==> config.mk <==
export PLATFORM = sky130hd
export DESIGN_NAME = dmx_rdm_frame_receiver_flat
export DESIGN_NICKNAME = d
export VERILOG_FILES = /design/src/rtl/core/dmxr_pkg.sv /design/src/rtl/core/dmxr_if.sv /design/src/rtl/core/dmx_rdm_frame_receiver.sv /design/src/flat_wrapper.sv
export SDC_FILE = /design/constraint.sdc
export NUM_CORES = 1
export LEC_CHECK = 0
export BUFFER_PORTS_ARGS = -buffer_cell sky130_fd_sc_hd__buf_2
export CAP_MARGIN = 20
export CORE_ASPECT_RATIO = 0.5
export CORE_MARGIN = 8
export CORE_UTILIZATION = 35
export CTS_BUF_LIST = sky130_fd_sc_hd__clkbuf_4
export DETAILED_ROUTE_END_ITERATION = 12
export GPL_ROUTABILITY_DRIVEN = 0
export PLACE_DENSITY = 0.54
export SLEW_MARGIN = 20
export SYNTH_ARGS = -nofsm -noshare
export SYNTH_HDL_FRONTEND = slang
export SYNTH_SLANG_ARGS = --single-unit
export TNS_END_PERCENT = 30
==> constraint.sdc <==
create_clock -name clk -period 6.8 [get_ports clk]
set_input_delay 0.34 -clock clk [delete_from_list [all_inputs] [get_ports clk]]
set_output_delay 0.34 -clock clk [all_outputs]
set_load 0.1 [all_outputs]
==> src/rtl/core/dmxr_pkg.sv <==
// ----------------------------------------------------------------------------
// dmxr_pkg
// Shared widths, limits and event codes of the DMX512 / RDM frame receiver.
// ----------------------------------------------------------------------------
`default_nettype none

package dmxr_pkg;

  localparam int unsigned MAX_SLOTS     = 512;
  localparam int unsigned RDM_BUF_BYTES = 60;

  localparam int unsigned BYTE_W  = 8;
  localparam int unsigned INDEX_W = 10;
  localparam int unsigned EVENT_W = 3;
  localparam int unsigned SUM_W   = 16;

  typedef logic [BYTE_W-1:0]  byte_t;
  typedef logic [INDEX_W-1:0] index_t;
  typedef logic [EVENT_W-1:0] event_t;
  typedef logic [SUM_W-1:0]   sum_t;

  localparam event_t EV_NONE    = 3'd0;
  localparam event_t EV_BREAK   = 3'd1;
  localparam event_t EV_DMX     = 3'd2;
  localparam event_t EV_RDM     = 3'd3;
  localparam event_t EV_GOOD    = 3'd4;
  localparam event_t EV_BAD     = 3'd5;
  localparam event_t EV_OVF     = 3'd6;
  localparam event_t EV_UNKNOWN = 3'd7;

  localparam byte_t SC_DMX = 8'h00;
  localparam byte_t SC_RDM = 8'hCC;
  localparam byte_t SC_SUB = 8'h01;

endpackage

`default_nettype wire

==> src/rtl/core/dmxr_if.sv <==
// ----------------------------------------------------------------------------
// dmxr_byte_if / dmxr_event_if
// Valid/ready channels for received UART bytes and receiver events.
// ----------------------------------------------------------------------------
`default_nettype none

interface dmxr_byte_if;
  logic                valid;
  logic                ready;
  logic [7:0]          rx_byte;
  logic                frame_error;

  modport source (output valid, output rx_byte, output frame_error, input ready);
  modport sink   (input valid, input rx_byte, input frame_error, output ready);
endinterface

interface dmxr_event_if;
  logic                valid;
  logic                ready;
  logic [2:0]          event_res;
  logic [9:0]          slot_index;
  logic [7:0]          slot_value;
  logic [7:0]          rdm_length;

  modport source (output valid, output event_res, output slot_index,
                  output slot_value, output rdm_length, input ready);
  modport sink   (input valid, input event_res, input slot_index,
                  input slot_value, input rdm_length, output ready);
endinterface

`default_nettype wire

==> src/rtl/core/dmx_rdm_frame_receiver.sv <==
// ----------------------------------------------------------------------------
// dmx_rdm_frame_receiver
// Parses a UART byte stream into DMX512 slots and RDM packets.
//
// Channels: uart carries one request per received byte (rx_byte plus
// frame_error; a framing error is a line break). evt carries one event per
// request: break, DMX slot, RDM byte, RDM good/bad with its length,
// overflow, unknown start code, or none (EV_NONE).
// cfg_we/cfg_wdata write last_slot (reset 512); clamped to 1..512, it is the
// highest DMX slot reported before the receiver waits for the next break.
// Output: a request's event is registered on acceptance and shows on evt in the next cycle.
// Throughput: one request per cycle while evt does not stall; the parse
// state and the event register update in the same cycle.
// Reset: the parser returns to idle, no event is pending, last_slot is 512.
// Stall: while evt holds an untaken event, uart.ready stays high only if
// evt.ready is high in that cycle, so a request is accepted exactly when
// the event register is free or drained in the same cycle.
// ----------------------------------------------------------------------------
`default_nettype none

module dmx_rdm_frame_receiver (
  input  wire logic                  clk,
  input  wire logic                  rst,
  input  wire logic                  cfg_we,
  input  wire dmxr_pkg::index_t      cfg_wdata,
  dmxr_byte_if.sink                  uart,
  dmxr_event_if.source               evt
);
  import dmxr_pkg::*;

  localparam logic [2:0] M_IDLE  = 3'd0;
  localparam logic [2:0] M_BREAK = 3'd1;
  localparam logic [2:0] M_DMX   = 3'd2;
  localparam logic [2:0] M_RDM   = 3'd3;
  localparam logic [2:0] M_CSH   = 3'd4;
  localparam logic [2:0] M_CSL   = 3'd5;

  localparam index_t MAX_SLOTS_IDX = INDEX_W'(MAX_SLOTS);
  localparam index_t RDM_BUF_IDX   = INDEX_W'(RDM_BUF_BYTES);

  index_t     last_slot;
  logic [2:0] rx_mode, rx_mode_next;
  index_t     position, position_next;
  sum_t       running_sum, running_sum_next;
  byte_t      message_length, message_length_next;
  byte_t      sub_start, sub_start_next;
  logic       length_seen, length_seen_next;

  logic       out_valid;
  event_t     ev_next;
  index_t     idx_next;
  byte_t      val_next;
  byte_t      len_next;

  index_t     limit;
  index_t     pos_inc;
  logic       accept;

  assign uart.ready = !out_valid || evt.ready;
  assign accept     = uart.valid && uart.ready;
  assign pos_inc    = position + 1'b1;

  always_comb begin
    if (last_slot == '0) begin
      limit = index_t'(1);
    end else if (last_slot > MAX_SLOTS_IDX) begin
      limit = MAX_SLOTS_IDX;
    end else begin
      limit = last_slot;
    end
  end

  always_comb begin
    rx_mode_next        = rx_mode;
    position_next       = position;
    running_sum_next    = running_sum;
    message_length_next = message_length;
    sub_start_next      = sub_start;
    length_seen_next    = length_seen;
    ev_next             = EV_NONE;
    idx_next            = '0;
    val_next            = '0;
    len_next            = '0;

    if (uart.frame_error) begin
      rx_mode_next     = M_BREAK;
      position_next    = '0;
      length_seen_next = 1'b0;
      ev_next          = EV_BREAK;
    end else begin
      case (rx_mode)
        M_BREAK: begin
          if (uart.rx_byte == SC_DMX) begin
            rx_mode_next  = M_DMX;
            position_next = index_t'(1);
          end else if (uart.rx_byte == SC_RDM) begin
            rx_mode_next     = M_RDM;
            running_sum_next = {{(SUM_W-BYTE_W){1'b0}}, uart.rx_byte};
            position_next    = index_t'(1);
            ev_next          = EV_RDM;
            val_next         = uart.rx_byte;
          end else begin
            rx_mode_next = M_IDLE;
            ev_next      = EV_UNKNOWN;
            val_next     = uart.rx_byte;
          end
        end
        M_DMX: begin
          ev_next       = EV_DMX;
          idx_next      = position;
          val_next      = uart.rx_byte;
          position_next = pos_inc;
          if (pos_inc > limit) begin
            rx_mode_next = M_IDLE;
          end
        end
        M_RDM: begin
          if (position >= RDM_BUF_IDX) begin
            rx_mode_next = M_IDLE;
            ev_next      = EV_OVF;
          end else begin
            if (position == index_t'(1)) begin
              sub_start_next = uart.rx_byte;
            end
            if (position == index_t'(2)) begin
              message_length_next = uart.rx_byte;
              length_seen_next    = 1'b1;
            end
            ev_next          = EV_RDM;
            idx_next         = position;
            val_next         = uart.rx_byte;
            position_next    = pos_inc;
            running_sum_next = running_sum + {{(SUM_W-BYTE_W){1'b0}}, uart.rx_byte};
            if (length_seen_next &&
                pos_inc == {{(INDEX_W-BYTE_W){1'b0}}, message_length_next}) begin
              rx_mode_next = M_CSH;
            end
          end
        end
        M_CSH: begin
          running_sum_next = running_sum - {uart.rx_byte, {(SUM_W-BYTE_W){1'b0}}};
          rx_mode_next     = M_CSL;
        end
        M_CSL: begin
          running_sum_next = running_sum - {{(SUM_W-BYTE_W){1'b0}}, uart.rx_byte};
          rx_mode_next     = M_IDLE;
          len_next         = message_length;
          if (running_sum_next == '0 && sub_start == SC_SUB) begin
            ev_next = EV_GOOD;
          end else begin
            ev_next = EV_BAD;
          end
        end
        default: begin
          rx_mode_next = rx_mode;
        end
      endcase
    end
  end

  always_ff @(posedge clk) begin
    if (rst) begin
      last_slot      <= MAX_SLOTS_IDX;
      rx_mode        <= M_IDLE;
      position       <= '0;
      running_sum    <= '0;
      message_length <= '0;
      sub_start      <= '0;
      length_seen    <= 1'b0;
      out_valid      <= 1'b0;
    end else begin
      if (cfg_we) begin
        last_slot <= cfg_wdata;
      end
      if (accept) begin
        rx_mode        <= rx_mode_next;
        position       <= position_next;
        running_sum    <= running_sum_next;
        message_length <= message_length_next;
        sub_start      <= sub_start_next;
        length_seen    <= length_seen_next;
        out_valid      <= 1'b1;
      end else if (evt.ready) begin
        out_valid <= 1'b0;
      end
    end
  end

  always_ff @(posedge clk) begin
    if (accept) begin
      evt.event_res  <= ev_next;
      evt.slot_index <= idx_next;
      evt.slot_value <= val_next;
      evt.rdm_length <= len_next;
    end
  end

  assign evt.valid = out_valid;

  a_break_event: assert property (@(posedge clk) disable iff (rst)
    accept && uart.frame_error |=> evt.valid && evt.event_res == EV_BREAK)
    else $error("break request did not produce a break event");

  a_rdm_bound: assert property (@(posedge clk) disable iff (rst)
    rx_mode == M_RDM |-> position <= RDM_BUF_IDX)
    else $error("RDM position beyond buffer");

  a_csh_length: assert property (@(posedge clk) disable iff (rst)
    rx_mode == M_CSH || rx_mode == M_CSL |-> length_seen)
    else $error("checksum phase without length byte");

  a_csl_idle: assert property (@(posedge clk) disable iff (rst)
    accept && !uart.frame_error && rx_mode == M_CSL |=>
      rx_mode == M_IDLE && (evt.event_res == EV_GOOD || evt.event_res == EV_BAD))
    else $error("checksum low byte did not end the packet");

  // last_slot may drop mid-frame, so only the absolute slot range holds here
  a_dmx_limit: assert property (@(posedge clk) disable iff (rst)
    rx_mode == M_DMX |-> position <= MAX_SLOTS_IDX && position != '0)
    else $error("DMX slot index outside range");

endmodule

`default_nettype wire
==> src/flat_wrapper.sv <==
// flat-port wrapper written by rule: the top's interface ports become plain ports
module dmx_rdm_frame_receiver_flat import dmxr_pkg::*;
  (clk, rst, cfg_we, cfg_wdata, uart_valid, uart_rx_byte, uart_frame_error, uart_ready, evt_valid, evt_event_res, evt_slot_index, evt_slot_value, evt_rdm_length, evt_ready);
  dmxr_byte_if uart_i ();
  dmxr_event_if evt_i ();
  input  wire logic clk;
  input  wire logic rst;
  input  wire logic cfg_we;
  input  wire dmxr_pkg::index_t cfg_wdata;
  input wire logic [$bits(uart_i.valid)-1:0] uart_valid;
  input wire logic [$bits(uart_i.rx_byte)-1:0] uart_rx_byte;
  input wire logic [$bits(uart_i.frame_error)-1:0] uart_frame_error;
  output wire logic [$bits(uart_i.ready)-1:0] uart_ready;
  output wire logic [$bits(evt_i.valid)-1:0] evt_valid;
  output wire logic [$bits(evt_i.event_res)-1:0] evt_event_res;
  output wire logic [$bits(evt_i.slot_index)-1:0] evt_slot_index;
  output wire logic [$bits(evt_i.slot_value)-1:0] evt_slot_value;
  output wire logic [$bits(evt_i.rdm_length)-1:0] evt_rdm_length;
  input wire logic [$bits(evt_i.ready)-1:0] evt_ready;
  assign uart_i.valid = uart_valid;
  assign uart_i.rx_byte = uart_rx_byte;
  assign uart_i.frame_error = uart_frame_error;
  assign uart_ready = uart_i.ready;
  assign evt_valid = evt_i.valid;
  assign evt_event_res = evt_i.event_res;
  assign evt_slot_index = evt_i.slot_index;
  assign evt_slot_value = evt_i.slot_value;
  assign evt_rdm_length = evt_i.rdm_length;
  assign evt_i.ready = evt_ready;
  dmx_rdm_frame_receiver u_core (.clk(clk), .rst(rst), .cfg_we(cfg_we), .cfg_wdata(cfg_wdata), .uart(uart_i), .evt(evt_i));
endmodule
* Word-level counts from Yosys, hierarchy flattened
Cells that the tools add are included.
** Word-level totals
- Register bits :: 86
- Word-level logic and storage cells :: 101
** Cells by class
- Reductions and logical operators :: 20
- Equal/unequal tests :: 18
- Bitwise operators :: 3
- Order comparisons :: 3
- Multiplexer cells :: 41
- Add/subtract/negate cells :: 4
** Operators by type and width (count)
- $mux 10 :: 7
- $pmux 16 s4 :: 1
- $mux 16 :: 3
- $mux 8 :: 6
- $pmux 10 s3 :: 1
- $mux 3 :: 8
- $pmux 8 s3 :: 1
- $pmux 10 s2 :: 1
- $add 16x8->16 :: 1
- $logic_not 16->1 :: 1
- $sub 16x16->16 :: 1
- $sub 16x8->16 :: 1
- $pmux 3 s5 :: 1
- $pmux 3 s4 :: 1
- $reduce_and 4->1 :: 3
- $add 10x1->10 const B :: 1
- $eq 10x1->1 const B :: 1
- $eq 10x2->1 const B :: 1
- $eq 10x8->1 :: 1
- $ge 10x6->1 const B :: 1
- $gt 10x10->1 :: 1
- $gt 10x10->1 const B :: 1
- $logic_not 10->1 :: 1
- $mux 1 :: 10
- 23 further kinds :: 34

* Depth between registers and ports, before layout
- Depth in word-level cells :: 11
- Gate-level depth with buffers :: 14

* Worst setup path before layout
OpenSTA, ideal clock, no wires.
- Kind :: register to register
- From :: register u_core.out_valid (netlist: u_core.evt.valid)
- To :: register u_core.position[3]
- Path slack :: 3.285 ns
- Path buffers :: 1
- Stages on the path, launching flop included :: 9
- Period minus slack after synthesis :: 3.515 ns
- Arrival time :: 3.388 ns
- Setup time :: 0.128 ns
- Path through :: dfxtp_1 > nand2b_1 > nand2_1 > inv_1 > o21ai_0 > clkbuf_1 > nor3b_1 > a21oi_1 > nor2_1
** On the way
- Word-level cells in the longest chain between the ends :: 4
** RTL lines
- start, declared :: line dmx_rdm_frame_receiver.sv:49 : logic out_valid;
- start signal, assigned :: line dmx_rdm_frame_receiver.sv:170 : out_valid <= 1'b0;
- start signal, assigned :: line dmx_rdm_frame_receiver.sv:182 : out_valid <= 1'b1;
- start signal, assigned :: line dmx_rdm_frame_receiver.sv:184 : out_valid <= 1'b0;
- $logic_not 1->1 :: line dmx_rdm_frame_receiver.sv:59 : assign uart.ready = !out_valid || evt.ready;
- $logic_or 1x1->1 :: line dmx_rdm_frame_receiver.sv:59
- named net uart_ready :: line flat_wrapper.sv:13 : output wire logic [$bits(uart_i.ready)-1:0] uart_ready;
- $logic_and 1x1->1 :: line dmx_rdm_frame_receiver.sv:60 : assign accept = uart.valid && uart.ready;
- named net u_core.accept :: line dmx_rdm_frame_receiver.sv:57 : logic accept;
- $reduce_and 4->1 (no source line)
- end signal, assigned :: line dmx_rdm_frame_receiver.sv:177 : position <= position_next;
- end, declared :: line dmx_rdm_frame_receiver.sv:43 : index_t position, position_next;
The timed path passes the listed nets, and every way through them passes these cells.
A chain may end at the register's enable or synchronous reset.

* Worst setup path after layout
- From :: register u_core.position[3]
- To :: register u_core.rx_mode[1]
** On the way
- Word-level cells in the longest chain between the ends :: 9
- Elaborated cells between the ends (all ways) :: 20
- Classes of those cells :: add/sub (1); order compare (2); eq/ne (4); mux (11); reduce/logical (2)
** RTL lines
- branches (longest 9 deep; another with $add 10x1->10)
- end signal, assigned :: line dmx_rdm_frame_receiver.sv:176 : rx_mode <= rx_mode_next;
- end, declared :: line dmx_rdm_frame_receiver.sv:42 : logic [2:0] rx_mode, rx_mode_next;
Parallel ways; which one is timed is not known. The select of a mux whose other input is x is not followed.

==> impl_metrics.toml <==
[placed_design]
place_ws_ps = 3359
io_buffer_count = 54
dp_hpwl_um = 12340

[final_layout]
nets = 766
drive_gt1_share_pct = 11.88
areaGrowthSynthToFinish_pct = 10.64

[clock_network]
cts_tree = "done"
cts-buffers-inserted = 9
cts_sinks = 86
h-tree-depth = 3
post_cts_buffers = 0
root_buffer = "clkbuf_4"
hold_buffers = 0
clock_latency_ps = 490
clkTransAtPathRegs_ps = 170
ctsResizeCount = 0
clk_path_buf_depth = 2

[critical_path]
crit_start = "u_core.position[3]"
cp.arrival_ps = 3960
r2r_cells = 13
cp-start-kind = "flop"
setup.worst_path.end = "u_core.rx_mode[1]"
worst-path-stages = 13
critPathTopFamily = "compound AO/OA/AOI/OAI gates"
path_class = "flop to flop"
crit_chain = "nand4_1, nor2_1, and3_1, xor2_1, ha_1, nand4b_1, nor4_1, a21oi_1, o211a_1, o2111ai_1, o31ai_1, a21oi_1, a41o_1"
rr_endpoint = "u_core.rx_mode[1]"
required_ps = 7180
max_stage_delay_ps = 570
worstReg2RegStart = "u_core.position[3]"
worst-r2r-setup-slack_ps = 3220
timing.critical_path.mode_cell = "a21oi_1"
slowest_stage = "dfxtp_1"
worst-path-buf-inv = 0
cp_max_fo = 11
cp-end-kind = "flop"

[die]
core-area_um2 = 16190
dieHeight_um = 106.5
dieArea_um2 = 20990
initial_core_util_pct = 35.44
die_x_um = 197.1
ioPinCount = 55
rows = 33

[hold_path]
hold_path_class = "input pin to flop"
min_from = "cfg_wdata[9]"

[global_routing]
grt.total_usage_pct = 16.31
overflow = 0
grt_pass1_vias = 5049
antenna_found_initial = 1
grt_pass1_wl_um = 27490
grt_max_degree = 49

[synth]
synthCells = 664
synth_area_um2 = 5737
synth.top_cells.by_area = "dfxtp_1 20%, edfxtp_1 15%, ha_1 8.1%, mux2i_1 5.1%, nor2_1 5.0%"
syn_nets = 728
netlist-cell-type-count = 68
ys.flop_type = "dfxtp_1"
yosysWarnings = 0
synth_commonest_cells = "76 x nor2_1, 57 x dfxtp_1, 50 x a21oi_1, 38 x nand2_1, 37 x ha_1"
synth_edf_count = 29
ys_ff_latch = 86
ys_async_sr_fraction_pct = 0
synth_top_cell_area_share_pct = 19.89
yosys.area.top_type = "dfxtp_1"
ys_seq_area_share_pct = 35.07
post-synth-top-count-cell = "nor2_1"
synth.avg_cell_area_um2 = 8.640

[timing]
relSlewSlack_pct = 35.85
fin_skew_ps = 24.06
rsz0062_at_grt = "no"
worst_slew_pin_slew_ps = 962.3
setup_viol_count_final = 0
fin_ws_ps = 3220
fin_tns_setup_ps = 0
finalCriticalPeriod_ps = 3580
fin_crit_sh_pct = 52.65
fmax_mhz = 279.3
hold_viol = 0
maxSlewViolCount = 0

[power]
p_per_area_nw_per_um2 = 177.2
p_leak_nw = 2.609
peakVddDrop_mv = 0.06543

[detailed_routing]
detail_route.wl_per_cell_um = 18.01
vias = 5096
detail-route-antenna-nets = 0
drt_iter0_drc = 401
drc = 0
firstDrtPassIters = 6
vias_per_cell = 5.450
finalWirelength_um = 16840

[flow_run]
maxCapViolCount = 0

[status]
status = "finished, final reports clean"
## routing by layer
layer | up-vias | global-route usage, % | routed length (µm)
li1 | 2473 | - | -
met1 | 2451 | 22.21 | 7845
met5 | - | 0 | 0
met2 | 149 | 25.15 | 7515
met4 | 0 | 5.606 | 298
met3 | 23 | 3.689 | 1184
## worst register-to-register path: cells and delay by family, from the launching register on
kind	cells	cell delay [ps]
compound gates	6	1440
flops	1	570
xor+xnor	1	240
simple gates	5	940
fa+ha+maj	1	280
## placed cells by master, fill, tap and decap left out, types with 6 or more instances in the layout
cell type | Yosys | layout
nor2b_1 | 8 | 8
nand2b_1 | 7 | 7
a211oi_1 | 8 | 8
nand2_1 | 38 | 38
a21oi_1 | 50 | 50
ha_1 | 37 | 37
clkbuf_4 | 0 | 9
nor4_1 | 9 | 9
nand3_1 | 19 | 19
nor2_1 | 76 | 76
a21o_1 | 11 | 11
mux2i_1 | 29 | 29
nand4_1 | 7 | 7
xnor2_1 | 25 | 25
o211ai_1 | 6 | 6
nor3_1 | 23 | 23
xor2_1 | 9 | 9
inv_1 | 31 | 31
buf_2 | 2 | 54
dfxtp_1 | 57 | 57
and2_1 | 27 | 27
o21ai_0 | 30 | 29
a31oi_1 | 8 | 8
o31ai_1 | 7 | 7
and3_1 | 9 | 9
edfxtp_1 | 29 | 29
## report_power, final
part,switching (mW),total (mW),leakage [nW],internal (mW)
logic,0.166,0.224,1.77,0.0576
registers,0.0137,0.561,0.754,0.547
clock network,0.219,0.340,0.0810,0.120
total,0.399,1.12,2.61,0.725
## per-stage QoR
stage	cells	area [µm²]	hold slack [ps]	power (mW)	utilization [%]
2_1_floorplan	664	5737	447.3	0.7384	-
3_3_place_gp	918	6191	471.3	0.7956	38.25
3_5_place_dp	918	6191	486.9	0.7961	38.25
4_1_cts	934	6345	52.60	1.134	39.20
5_1_grt	935	6347	62.18	1.173	39.22
6_report	935	6347	76.15	1.125	39.22
## final cells by class
type	count	area (µm²)
Multi-Input combinational cell	515	3478
Antenna cell	1	2.502
Clock buffer	9	67.56
Inverter	33	123.9
Sequential cell	86	2012
Tap cell	227	284.0
Clock inverter	7	86.33
Timing Repair Buffer	57	292.8
Fill cell	1649	9838
## state kept, by name, indices dropped and copies added (netlist names)
name / cells
u_core.length_seen: 1
u_core.evt.slot_index: 10
u_core.last_slot: 10
u_core.sub_start: 8
u_core.message_length: 8
u_core.rx_mode: 3
u_core.evt.slot_value: 8
u_core.evt.rdm_length: 8
u_core.position: 10
u_core.evt.valid: 1
u_core.running_sum: 16
u_core.evt.event_res: 3
## worst min-delay path by stage
stage | endpoint | cells past startpoint | slack [ps]
after global routing | u_core.last_slot[2] | 3 | 60
after CTS | u_core.last_slot[9] | 3 | 50
after global placement | u_core.sub_start[1] | 2 | 470
after detailed placement | u_core.sub_start[1] | 2 | 490
final | u_core.last_slot[9] | 3 | 80
after floorplan | u_core.length_seen | 2 | 450
## cells by family (layout without fill, tap and decap cells)
family / count (synthesis) / count (layout) / synth area share (%)
muxes: 29 / 29 / 5.060
adders and majority gates: 40 / 40 / 9.117
buffers and inverters: 63 / 106 / 4.297
xor gates and xnor gates: 34 / 34 / 5.191
DFF: 86 / 86 / 35.07
AOI/OAI and AO/OA: 161 / 161 / 18.80
other: 0 / 1 / 0
and+or+nand+nor: 251 / 251 / 22.46
Power figures use the tool's default switching activity.
